[config.mk]
export PLATFORM = sky130hd
export DESIGN_NAME = depth_frame_datagram_parser
export DESIGN_NICKNAME = d
export VERILOG_FILES = /design/src/hw/rtl/dfdp_pkg.sv /design/src/hw/rtl/depth_frame_datagram_parser.sv /design/src/hw/rtl/dfdp_front.sv /design/src/hw/rtl/dfdp_cmd_queue.sv /design/src/hw/rtl/dfdp_back.sv
export SDC_FILE = /design/constraint.sdc
export NUM_CORES = 2
export LEC_CHECK = 0
export BUFFER_PORTS_ARGS = -buffer_cell sky130_fd_sc_hd__buf_2
export CORE_UTILIZATION = 27
export DETAILED_ROUTE_END_ITERATION = 12
export PLACE_DENSITY = 0.47
export SLEW_MARGIN = 20
export SYNTH_ARGS = -nofsm -noshare
export SYNTH_HDL_FRONTEND = slang
export SYNTH_SLANG_ARGS = --single-unit
[constraint.sdc]
create_clock -name clk_i -period 17.9 [get_ports clk_i]
set_clock_uncertainty 0.15 [all_clocks]
set_input_delay 1.79 -clock clk_i [delete_from_list [all_inputs] [get_ports clk_i]]
set_output_delay 1.79 -clock clk_i [all_outputs]
set_load 0.1 [all_outputs]
[src/hw/rtl/dfdp_pkg.sv]
`timescale 1ns / 1ps
// shared types and constants of the depth frame datagram parser
// no dependencies

package dfdp_pkg;

  // frame geometry and layout
  localparam int FrameWidth  = 40;
  localparam int FrameHeight = 30;
  localparam int CalWords    = 8;

  localparam int HdrFixed    = 25;
  localparam int PixelStride = 4;
  localparam int PixTotal    = FrameWidth * FrameHeight;
  localparam int CalBase     = HdrFixed;
  localparam int PixBase     = CalBase + 4 * CalWords;
  localparam int ExpectedLen = PixBase + PixelStride * PixTotal;

  localparam logic [31:0] CalBaseW     = 32'(CalBase);
  localparam logic [31:0] PixBaseW     = 32'(PixBase);
  localparam logic [31:0] ExpectedLenW = 32'(ExpectedLen);
  localparam logic [31:0] PixTotalW    = 32'(PixTotal);
  localparam logic [31:0] FrameWidthW  = 32'(FrameWidth);
  localparam logic [31:0] FrameHeightW = 32'(FrameHeight);

  localparam logic [12:0] PosMax = 13'h1fff;

  // timestamp arithmetic: ns / 1000 == (ns * DivMagic) >> 38 for any 32-bit ns
  localparam logic [19:0] UsecPerSec = 20'd1000000;
  localparam logic [28:0] DivMagic   = 29'h10624dd3;
  localparam int          DivShift   = 38;
  localparam int          NsProdW    = 61;
  localparam int          NsQuotW    = NsProdW - DivShift;
  localparam int          TsW        = 52;

  // queue depths
  localparam int CmdDepth = 4;
  localparam int CmdPtrW  = $clog2(CmdDepth);
  localparam int OutDepth = 4;
  localparam int OutPtrW  = $clog2(OutDepth);

  typedef enum logic [1:0] {
    RK_PIXEL  = 2'd0,
    RK_CAL    = 2'd1,
    RK_STATUS = 2'd2
  } result_kind_e;

  typedef enum logic [2:0] {
    ST_OK      = 3'd0,
    ST_LENGTH  = 3'd1,
    ST_PARTIAL = 3'd2,
    ST_COUNT   = 3'd3,
    ST_DIMS    = 3'd4
  } frame_status_e;

  // one entry per byte that causes results
  typedef struct packed {
    logic          has_word;
    logic          word_is_cal;
    logic [10:0]   index;
    logic [31:0]   word;
    logic          has_status;
    frame_status_e status;
    logic [31:0]   seconds;
    logic [31:0]   nanos;
  } dfdp_cmd_t;

  typedef struct packed {
    result_kind_e    kind;
    logic [10:0]     pixel_index;
    logic [15:0]     depth;
    logic [7:0]      confidence;
    logic [2:0]      cal_index;
    logic [31:0]     cal_bits;
    logic [TsW-1:0]  timestamp;
    frame_status_e   status;
    logic            last;
  } dfdp_result_t;

endpackage

[src/hw/rtl/depth_frame_datagram_parser.sv]
`timescale 1ns / 1ps
// result path: a byte that completes a pixel, calibration word or datagram passes its result
//   through the command queue, stage a, stage b and the result queue; the status follows a word result
// throughput: one byte per cycle while not full; results one per cycle while the result queue has room
// reset: asynchronous, clears all header fields, byte counter and both queues
// top level of the depth frame datagram parser; depends on dfdp_pkg, dfdp_front,
// dfdp_cmd_queue and dfdp_back

module depth_frame_datagram_parser (
  input  logic        clk_i,
  input  logic        rst_ni,
  // byte input, queue style
  input  logic        push,
  output logic        full,
  input  logic [7:0]  data_byte_i,
  input  logic        end_of_datagram_i,
  // result output, queue style
  output logic        empty,
  input  logic        pop,
  output logic [1:0]  result_kind_o,
  output logic [10:0] pixel_index_o,
  output logic [15:0] depth_value_o,
  output logic [7:0]  confidence_value_o,
  output logic [2:0]  calibration_index_o,
  output logic [31:0] calibration_bits_o,
  output logic [51:0] timestamp_us_o,
  output logic [2:0]  frame_status_o,
  output logic        last_result_o
);

  // a byte transfer happens whenever push is high and the command queue has room
  logic                   accept;
  logic                   cmd_valid;
  dfdp_pkg::dfdp_cmd_t    cmd_in;
  dfdp_pkg::dfdp_cmd_t    cmd_head;
  logic                   cmd_empty;
  logic                   cmd_pop;
  dfdp_pkg::dfdp_result_t res;

  assign accept = push && !full;

  // front end: field assembly and per-byte classification, one byte a cycle while the command queue has room
  dfdp_front u_front (
    .clk_i             (clk_i),
    .rst_ni            (rst_ni),
    .accept_i          (accept),
    .data_byte_i       (data_byte_i),
    .end_of_datagram_i (end_of_datagram_i),
    .cmd_valid_o       (cmd_valid),
    .cmd_o             (cmd_in)
  );

  // decouples byte intake from result delivery; only bytes with results enter
  dfdp_cmd_queue u_cmd_queue (
    .clk_i   (clk_i),
    .rst_ni  (rst_ni),
    .push_i  (cmd_valid),
    .data_i  (cmd_in),
    .full_o  (full),
    .pop_i   (cmd_pop),
    .empty_o (cmd_empty),
    .head_o  (cmd_head)
  );

  // back end: splits a final byte into word and status results, computes the
  // microsecond timestamp in two registered steps, and holds finished results
  dfdp_back u_back (
    .clk_i       (clk_i),
    .rst_ni      (rst_ni),
    .cmd_empty_i (cmd_empty),
    .cmd_i       (cmd_head),
    .cmd_pop_o   (cmd_pop),
    .pop_i       (pop),
    .empty_o     (empty),
    .result_o    (res)
  );

  assign result_kind_o       = res.kind;
  assign pixel_index_o       = res.pixel_index;
  assign depth_value_o       = res.depth;
  assign confidence_value_o  = res.confidence;
  assign calibration_index_o = res.cal_index;
  assign calibration_bits_o  = res.cal_bits;
  assign timestamp_us_o      = res.timestamp;
  assign frame_status_o      = res.status;
  assign last_result_o       = res.last;

endmodule

[src/hw/rtl/dfdp_front.sv]
`timescale 1ns / 1ps
// front end: header field assembly, byte classification, status checks
// depends on dfdp_pkg

module dfdp_front (
  input  logic              clk_i,
  input  logic              rst_ni,
  input  logic              accept_i,
  input  logic [7:0]        data_byte_i,
  input  logic              end_of_datagram_i,
  output logic              cmd_valid_o,
  output dfdp_pkg::dfdp_cmd_t cmd_o
);

  logic [12:0] pos_q, pos_d;
  logic [31:0] word_q, word_d;
  logic [31:0] start_q, start_d;
  logic [15:0] count_q, count_d;
  logic [31:0] sec_q, sec_d;
  logic [31:0] ns_q, ns_d;
  logic [15:0] width_q, width_d;
  logic [15:0] height_q, height_d;

  logic [31:0] pos_w;
  logic [31:0] rel;
  logic [31:0] len;
  logic [1:0]  lane2;
  dfdp_pkg::dfdp_cmd_t cmd;

  assign pos_w = {19'b0, pos_q};
  assign lane2 = 2'(pos_q[1:0] + 2'd2);

  always_comb begin
    pos_d    = pos_q;
    word_d   = word_q;
    start_d  = start_q;
    count_d  = count_q;
    sec_d    = sec_q;
    ns_d     = ns_q;
    width_d  = width_q;
    height_d = height_q;
    rel      = '0;
    len      = pos_w + 32'd1;
    cmd      = '0;
    if (accept_i) begin
      word_d = {data_byte_i, word_q[31:8]};
      if (pos_q inside {[13'd4:13'd7]}) begin
        start_d[{pos_q[1:0], 3'b000} +: 8] = data_byte_i;
      end else if (pos_q inside {[13'd8:13'd9]}) begin
        count_d[{pos_q[0], 3'b000} +: 8] = data_byte_i;
      end else if (pos_q inside {[13'd10:13'd13]}) begin
        sec_d[{lane2, 3'b000} +: 8] = data_byte_i;
      end else if (pos_q inside {[13'd14:13'd17]}) begin
        ns_d[{lane2, 3'b000} +: 8] = data_byte_i;
      end else if (pos_q inside {[13'd18:13'd19]}) begin
        width_d[{pos_q[0], 3'b000} +: 8] = data_byte_i;
      end else if (pos_q inside {[13'd20:13'd21]}) begin
        height_d[{pos_q[0], 3'b000} +: 8] = data_byte_i;
      end else if (pos_w >= dfdp_pkg::CalBaseW && pos_w < dfdp_pkg::PixBaseW) begin
        rel = pos_w - dfdp_pkg::CalBaseW;
        if (rel[1:0] == 2'b11) begin
          cmd.has_word    = 1'b1;
          cmd.word_is_cal = 1'b1;
          cmd.index       = {8'b0, rel[4:2]};
          cmd.word        = word_d;
        end
      end else if (pos_w >= dfdp_pkg::PixBaseW && pos_w < dfdp_pkg::ExpectedLenW) begin
        rel = pos_w - dfdp_pkg::PixBaseW;
        if (rel[1:0] == 2'b11) begin
          cmd.has_word = 1'b1;
          cmd.index    = rel[12:2];
          cmd.word     = word_d;
        end
      end

      if (pos_q != dfdp_pkg::PosMax) begin
        pos_d = 13'(pos_q + 13'd1);
      end

      if (end_of_datagram_i) begin
        cmd.has_status = 1'b1;
        cmd.seconds    = sec_d;
        cmd.nanos      = ns_d;
        // checks in priority order
        if (len != dfdp_pkg::ExpectedLenW) begin
          cmd.status = dfdp_pkg::ST_LENGTH;
        end else if (start_d != 32'd0) begin
          cmd.status = dfdp_pkg::ST_PARTIAL;
        end else if ({16'b0, count_d} != dfdp_pkg::PixTotalW) begin
          cmd.status = dfdp_pkg::ST_COUNT;
        end else if ({16'b0, width_d} != dfdp_pkg::FrameWidthW ||
                     {16'b0, height_d} != dfdp_pkg::FrameHeightW) begin
          cmd.status = dfdp_pkg::ST_DIMS;
        end else begin
          cmd.status = dfdp_pkg::ST_OK;
        end
        // new datagram starts clean
        pos_d    = '0;
        word_d   = '0;
        start_d  = '0;
        count_d  = '0;
        sec_d    = '0;
        ns_d     = '0;
        width_d  = '0;
        height_d = '0;
      end
    end
  end

  assign cmd_valid_o = accept_i && (cmd.has_word || cmd.has_status);
  assign cmd_o       = cmd;

  always_ff @(posedge clk_i or negedge rst_ni) begin
    if (!rst_ni) begin
      pos_q    <= '0;
      word_q   <= '0;
      start_q  <= '0;
      count_q  <= '0;
      sec_q    <= '0;
      ns_q     <= '0;
      width_q  <= '0;
      height_q <= '0;
    end else begin
      pos_q    <= pos_d;
      word_q   <= word_d;
      start_q  <= start_d;
      count_q  <= count_d;
      sec_q    <= sec_d;
      ns_q     <= ns_d;
      width_q  <= width_d;
      height_q <= height_d;
    end
  end

endmodule

[src/hw/rtl/dfdp_cmd_queue.sv]
`timescale 1ns / 1ps
// short command queue between front and back end
// depends on dfdp_pkg

module dfdp_cmd_queue (
  input  logic                clk_i,
  input  logic                rst_ni,
  input  logic                push_i,
  input  dfdp_pkg::dfdp_cmd_t data_i,
  output logic                full_o,
  input  logic                pop_i,
  output logic                empty_o,
  output dfdp_pkg::dfdp_cmd_t head_o
);

  dfdp_pkg::dfdp_cmd_t mem_q [dfdp_pkg::CmdDepth];

  logic [dfdp_pkg::CmdPtrW-1:0] wr_ptr_q, wr_ptr_d;
  logic [dfdp_pkg::CmdPtrW-1:0] rd_ptr_q, rd_ptr_d;
  logic [dfdp_pkg::CmdPtrW:0]   cnt_q, cnt_d;
  logic                         do_push, do_pop;

  assign full_o  = (cnt_q == (dfdp_pkg::CmdPtrW+1)'(dfdp_pkg::CmdDepth));
  assign empty_o = (cnt_q == '0);
  assign head_o  = mem_q[rd_ptr_q];
  assign do_push = push_i && !full_o;
  assign do_pop  = pop_i && !empty_o;

  always_comb begin
    wr_ptr_d = wr_ptr_q;
    rd_ptr_d = rd_ptr_q;
    cnt_d    = cnt_q;
    if (do_push) begin
      wr_ptr_d = (wr_ptr_q == dfdp_pkg::CmdPtrW'(dfdp_pkg::CmdDepth - 1)) ? '0
                 : dfdp_pkg::CmdPtrW'(wr_ptr_q + 1'b1);
    end
    if (do_pop) begin
      rd_ptr_d = (rd_ptr_q == dfdp_pkg::CmdPtrW'(dfdp_pkg::CmdDepth - 1)) ? '0
                 : dfdp_pkg::CmdPtrW'(rd_ptr_q + 1'b1);
    end
    if (do_push && !do_pop) begin
      cnt_d = (dfdp_pkg::CmdPtrW+1)'(cnt_q + 1'b1);
    end else if (do_pop && !do_push) begin
      cnt_d = (dfdp_pkg::CmdPtrW+1)'(cnt_q - 1'b1);
    end
  end

  always_ff @(posedge clk_i) begin
    if (do_push) begin
      mem_q[wr_ptr_q] <= data_i;
    end
  end

  always_ff @(posedge clk_i or negedge rst_ni) begin
    if (!rst_ni) begin
      wr_ptr_q <= '0;
      rd_ptr_q <= '0;
      cnt_q    <= '0;
    end else begin
      wr_ptr_q <= wr_ptr_d;
      rd_ptr_q <= rd_ptr_d;
      cnt_q    <= cnt_d;
    end
  end

endmodule

[src/hw/rtl/dfdp_back.sv]
`timescale 1ns / 1ps
// back end: splits commands into results, timestamp pipeline, result queue
// depends on dfdp_pkg

module dfdp_back (
  input  logic                   clk_i,
  input  logic                   rst_ni,
  input  logic                   cmd_empty_i,
  input  dfdp_pkg::dfdp_cmd_t    cmd_i,
  output logic                   cmd_pop_o,
  input  logic                   pop_i,
  output logic                   empty_o,
  output dfdp_pkg::dfdp_result_t result_o
);

  // issue stage
  logic split_q, split_d;
  logic issue_valid;
  dfdp_pkg::dfdp_result_t issue_res;

  // stage a: operands
  logic                   a_valid_q;
  dfdp_pkg::dfdp_result_t a_res_q;
  logic [31:0]            a_sec_q, a_ns_q;

  // stage b: products
  logic                          b_valid_q;
  dfdp_pkg::dfdp_result_t        b_res_q;
  logic [dfdp_pkg::TsW-1:0]      b_sec_prod_q;
  logic [dfdp_pkg::NsQuotW-1:0]  b_ns_quot_q;

  logic [dfdp_pkg::TsW-1:0]      sec_prod;
  logic [dfdp_pkg::NsProdW-1:0]  ns_prod;
  logic [dfdp_pkg::TsW-1:0]      ts_sum;
  dfdp_pkg::dfdp_result_t        b_out;

  // result queue
  dfdp_pkg::dfdp_result_t        out_mem_q [dfdp_pkg::OutDepth];
  logic [dfdp_pkg::OutPtrW-1:0]  out_wr_q, out_rd_q;
  logic [dfdp_pkg::OutPtrW:0]    out_cnt_q;
  logic                          out_full, out_push, out_pop, move;

  assign out_full = (out_cnt_q == (dfdp_pkg::OutPtrW+1)'(dfdp_pkg::OutDepth));
  assign empty_o  = (out_cnt_q == '0);
  assign result_o = out_mem_q[out_rd_q];
  assign out_push = b_valid_q && !out_full;
  assign out_pop  = pop_i && !empty_o;
  // whole pipeline holds while its tail cannot drain
  assign move     = !(b_valid_q && out_full);

  always_comb begin
    issue_res   = '0;
    issue_valid = 1'b0;
    cmd_pop_o   = 1'b0;
    split_d     = split_q;
    if (!cmd_empty_i && move) begin
      issue_valid = 1'b1;
      if (cmd_i.has_word && !split_q) begin
        if (cmd_i.word_is_cal) begin
          issue_res.kind      = dfdp_pkg::RK_CAL;
          issue_res.cal_index = cmd_i.index[2:0];
          issue_res.cal_bits  = cmd_i.word;
        end else begin
          issue_res.kind        = dfdp_pkg::RK_PIXEL;
          issue_res.pixel_index = cmd_i.index;
          issue_res.depth       = cmd_i.word[15:0];
          issue_res.confidence  = cmd_i.word[23:16];
        end
        issue_res.last = !cmd_i.has_status;
        if (cmd_i.has_status) begin
          split_d = 1'b1;
        end else begin
          cmd_pop_o = 1'b1;
        end
      end else begin
        issue_res.kind   = dfdp_pkg::RK_STATUS;
        issue_res.status = cmd_i.status;
        issue_res.last   = 1'b1;
        cmd_pop_o        = 1'b1;
        split_d          = 1'b0;
      end
    end
  end

  assign sec_prod = dfdp_pkg::TsW'(a_sec_q) * dfdp_pkg::TsW'(dfdp_pkg::UsecPerSec);
  assign ns_prod  = dfdp_pkg::NsProdW'(a_ns_q) * dfdp_pkg::NsProdW'(dfdp_pkg::DivMagic);
  assign ts_sum   = dfdp_pkg::TsW'(b_sec_prod_q + dfdp_pkg::TsW'(b_ns_quot_q));

  always_comb begin
    b_out = b_res_q;
    if (b_res_q.kind == dfdp_pkg::RK_STATUS && b_res_q.status == dfdp_pkg::ST_OK) begin
      b_out.timestamp = ts_sum;
    end else begin
      b_out.timestamp = '0;
    end
  end

  always_ff @(posedge clk_i) begin
    if (move) begin
      a_res_q      <= issue_res;
      a_sec_q      <= cmd_i.seconds;
      a_ns_q       <= cmd_i.nanos;
      b_res_q      <= a_res_q;
      b_sec_prod_q <= sec_prod;
      b_ns_quot_q  <= ns_prod[dfdp_pkg::NsProdW-1:dfdp_pkg::DivShift];
    end
    if (out_push) begin
      out_mem_q[out_wr_q] <= b_out;
    end
  end

  always_ff @(posedge clk_i or negedge rst_ni) begin
    if (!rst_ni) begin
      split_q   <= 1'b0;
      a_valid_q <= 1'b0;
      b_valid_q <= 1'b0;
      out_wr_q  <= '0;
      out_rd_q  <= '0;
      out_cnt_q <= '0;
    end else begin
      split_q <= split_d;
      if (move) begin
        a_valid_q <= issue_valid;
        b_valid_q <= a_valid_q;
      end
      if (out_push) begin
        out_wr_q <= (out_wr_q == dfdp_pkg::OutPtrW'(dfdp_pkg::OutDepth - 1)) ? '0
                    : dfdp_pkg::OutPtrW'(out_wr_q + 1'b1);
      end
      if (out_pop) begin
        out_rd_q <= (out_rd_q == dfdp_pkg::OutPtrW'(dfdp_pkg::OutDepth - 1)) ? '0
                    : dfdp_pkg::OutPtrW'(out_rd_q + 1'b1);
      end
      if (out_push && !out_pop) begin
        out_cnt_q <= (dfdp_pkg::OutPtrW+1)'(out_cnt_q + 1'b1);
      end else if (out_pop && !out_push) begin
        out_cnt_q <= (dfdp_pkg::OutPtrW+1)'(out_cnt_q - 1'b1);
      end
    end
  end

endmodule

==> run summary <==
Crit path time final - 8060 ps
Worst hold path class - reg -> reg
Critical path cell sequence - ha_1, fa_1, fa_1, inv_1, fa_1, inv_1, fa_1, fa_1, fa_1, inv_1, fa_1, inv_1, ha_1, inv_1, or4_1, nor4_1, o21ai_0, a31oi_1, nand4_1, a31oi_1, xor2_1
H-tree depth - 4
Layout cell share with drive strength beyond 1 - 12.0%
CP endpoint kind - flip-flop
Worst EP required - 18250 ps
Vias - 43700
Crit start category - flip-flop
Avg Cell Area, Syn - 14.2 sq um
Period utilisation layout - 45.0%
Max_slew headroom - 27.9%
Clock tree buffer depth - 3
DIE AREA - 291000 sq um
CP delay by family, top - adder cells
DR WL/cell - 19.6 um
Vias in the first global route - 46400
# clock sinks - 1447
Final hold viol count - 0
Clock transition at the registers of the reported paths - 60 ps
Hpwl dp - 128000 um
Top-Level Pins - 143
CP max stage cell - edfxtp_1
Cells after Synth - 5513
Post-CTS Hold Buffers - 0
Final ANT Viol Nets - 0
Root Driver - clkbuf_16
Count of buffers from port buffering - 142
Final nets - 6705
TritonCTS Buffers - 155
Synth Flop Type - edfxtp_1
Critical path class - reg -> reg
Count of flip-flops with a built-in enable after synthesis - 1249
RSZ-0062 raised after global routing - false
Initial core utilization - 27.1%
Placeable Area - 288000 sq um
First-pass GRT wire length - 289000 um
# rows - 197
Outcome - completed
Die width - 540 um
Commonest cells after routing, fill and taps aside - 1249 x edfxtp_1, 820 x inv_1, 577 x ha_1
Setup repair bufs after CTS - 0
Syn Nets - 6539
Count of different cell masters after synthesis - 81
Slowest stage delay, CP - 740 ps
Pre-antenna DRT Iters - 6
Critical-path maximum fanout - 10
Final setup violating endpoints - 0
Syn Std Cell Area - 78100 sq um
Fin. max-slew vios - 0
Final setup TNS - 0 ps
Final Wtd Congestion - 0.841
Clock Latency Late Sink - 820 ps
Final WL - 188000 um
Largest net degree at the start of global routing - 141
Vias per cell - 4.55
DRC - 0
Most common cell after layout, fill and taps aside - edfxtp_1
Total grt overflow - 0
WP data arrival - 8400 ps
Async SR Flop Fraction - 13.7%
MaxCap Viol Count - 0
Global Route Usage Sum - 13.0%
FMAX - 0.124 GHz
Yosys warns - 0
Post-cts resize count - 0
CTS tree - done
Worst path most repeated cell - fa_1
Synth Register Bits - 1447
Sequential fraction of the synthesis area - 54.4%
Worst Path Buf+Inv - 5
Die height - 540 um
Worst slew pin tran - 1070 ps
Initial antenna violation count - 23
Drt initial violations - 3015
P&R area growth vs syn - 13.3%
==> logic make-up (layout without fill, tap and decap cells) <==
logic type	Yosys count	count (layout)	synth area share, %
and+or+nand+nor	948	948	5.96
DFF	1447	1447	54.4
AOI/OAI and AO/OA	727	727	5.98
buffers and inverters	1010	1308	4.87
xor gates and xnor gates	119	119	1.33
muxes	249	249	7.06
adders and majority gates	1013	1013	20.4
other	0	2	0
==> routing by layer <==
metal  vias to the layer above  routed length, um  share of wire, %  track usage, %
li1                      20100                  -                 -               -
met1                     22500              90300                48            18.3
met2                       822              86800                46            20.9
met3                       214               7650               4.1            1.93
met4                        12               3490               1.9            2.95
met5                         -                 77             0.041               0
==> path summary, 6_finish.rpt <==
path                                    startpoint                      to  slack, ps  cells past startpoint
worst max-delay path             u_back.a_ns_q[21]  u_back.b_ns_quot_q[19]       9840                     21
worst min-delay path            u_back.a_res_q[81]        u_back.b_out[81]        240                      0
worst max register to register   u_back.a_ns_q[21]  u_back.b_ns_quot_q[19]       9840                     21
worst min register to register  u_back.a_res_q[81]        u_back.b_out[81]        240                      0
max in group asynchronous                   rst_ni      u_back.out_rd_q[1]      15280                      2
min in group asynchronous                   rst_ni       u_front.sec_q[29]        830                      1
==> cell usage after synthesis, drive strengths merged, types with 6 or more instances <==
cell | n | area [sq um]
edfxtp | 1249 | 37500
inv | 820 | 3080
ha | 577 | 7220
fa | 436 | 8730
nand2 | 306 | 1150
mux4 | 241 | 5430
nor2 | 233 | 877
o21ai | 227 | 1140
a22oi | 199 | 1490
dfrtp | 198 | 4950
clkbuf | 148 | 556
and2 | 125 | 782
a21oi | 120 | 601
xnor2 | 73 | 639
nand3 | 48 | 240
nor3 | 46 | 270
xor2 | 46 | 403
a21o | 45 | 338
buf | 41 | 166
nand4 | 25 | 156
nor4 | 25 | 171
nand3b | 24 | 180
nor2b | 24 | 150
and3 | 21 | 131
nand2b | 19 | 119
or3 | 16 | 100
o21bai | 15 | 113
a211oi | 14 | 105
o21a | 12 | 90.1
o31ai | 12 | 90.1
a31oi | 10 | 62.6
and4 | 9 | 78.8
or4 | 9 | 71.3
o211ai | 8 | 60.1
a211o | 7 | 61.3
a21boi | 7 | 52.6
o41ai | 6 | 52.6
==> sequential cells by signal, indices dropped and copies added (netlist names), 32 cells and up <==
register	count
u_back.a_ns_q	32
u_back.a_res_q	76
u_back.a_sec_q	32
u_back.b_out	76
u_back.b_sec_prod_q	46
u_back.out_mem_q	512
u_cmd_queue.mem_q	452
u_front.ns_q	32
u_front.sec_q	32
u_front.start_q	32
==> stage by stage <==
stage          instances  setup WS, ps  instance area, sq um  utilization (%)  hold WS, ps
2_1_floorplan       5513          7550                 78100                -          250
6_report            9594          9840                 88400             30.7          239
4_1_cts             9591          9750                 88400             30.7          240
3_3_place_gp        9302          9830                 83400             29.0          251
5_1_grt             9592          9300                 88400             30.7          259
3_5_place_dp        9302          9740                 83400             29.0          255
==> final cells by class <==
cell class / count / area [sq um]
Clock buffer: 209 / 4150
Sequential cell: 1447 / 42500
Multi-Input combinational cell: 3056 / 31900
Antenna cell: 2 / 5.00
Tap cell: 3781 / 4730
Timing Repair Buffer: 198 / 1170
Fill cell: 28700 / 199000
Inverter: 821 / 3080
Clock inverter: 80 / 902
Power is left out: the tool's default activity adds up to more than one toggle a clock period on the data nets, which glitch-free logic cannot reach.
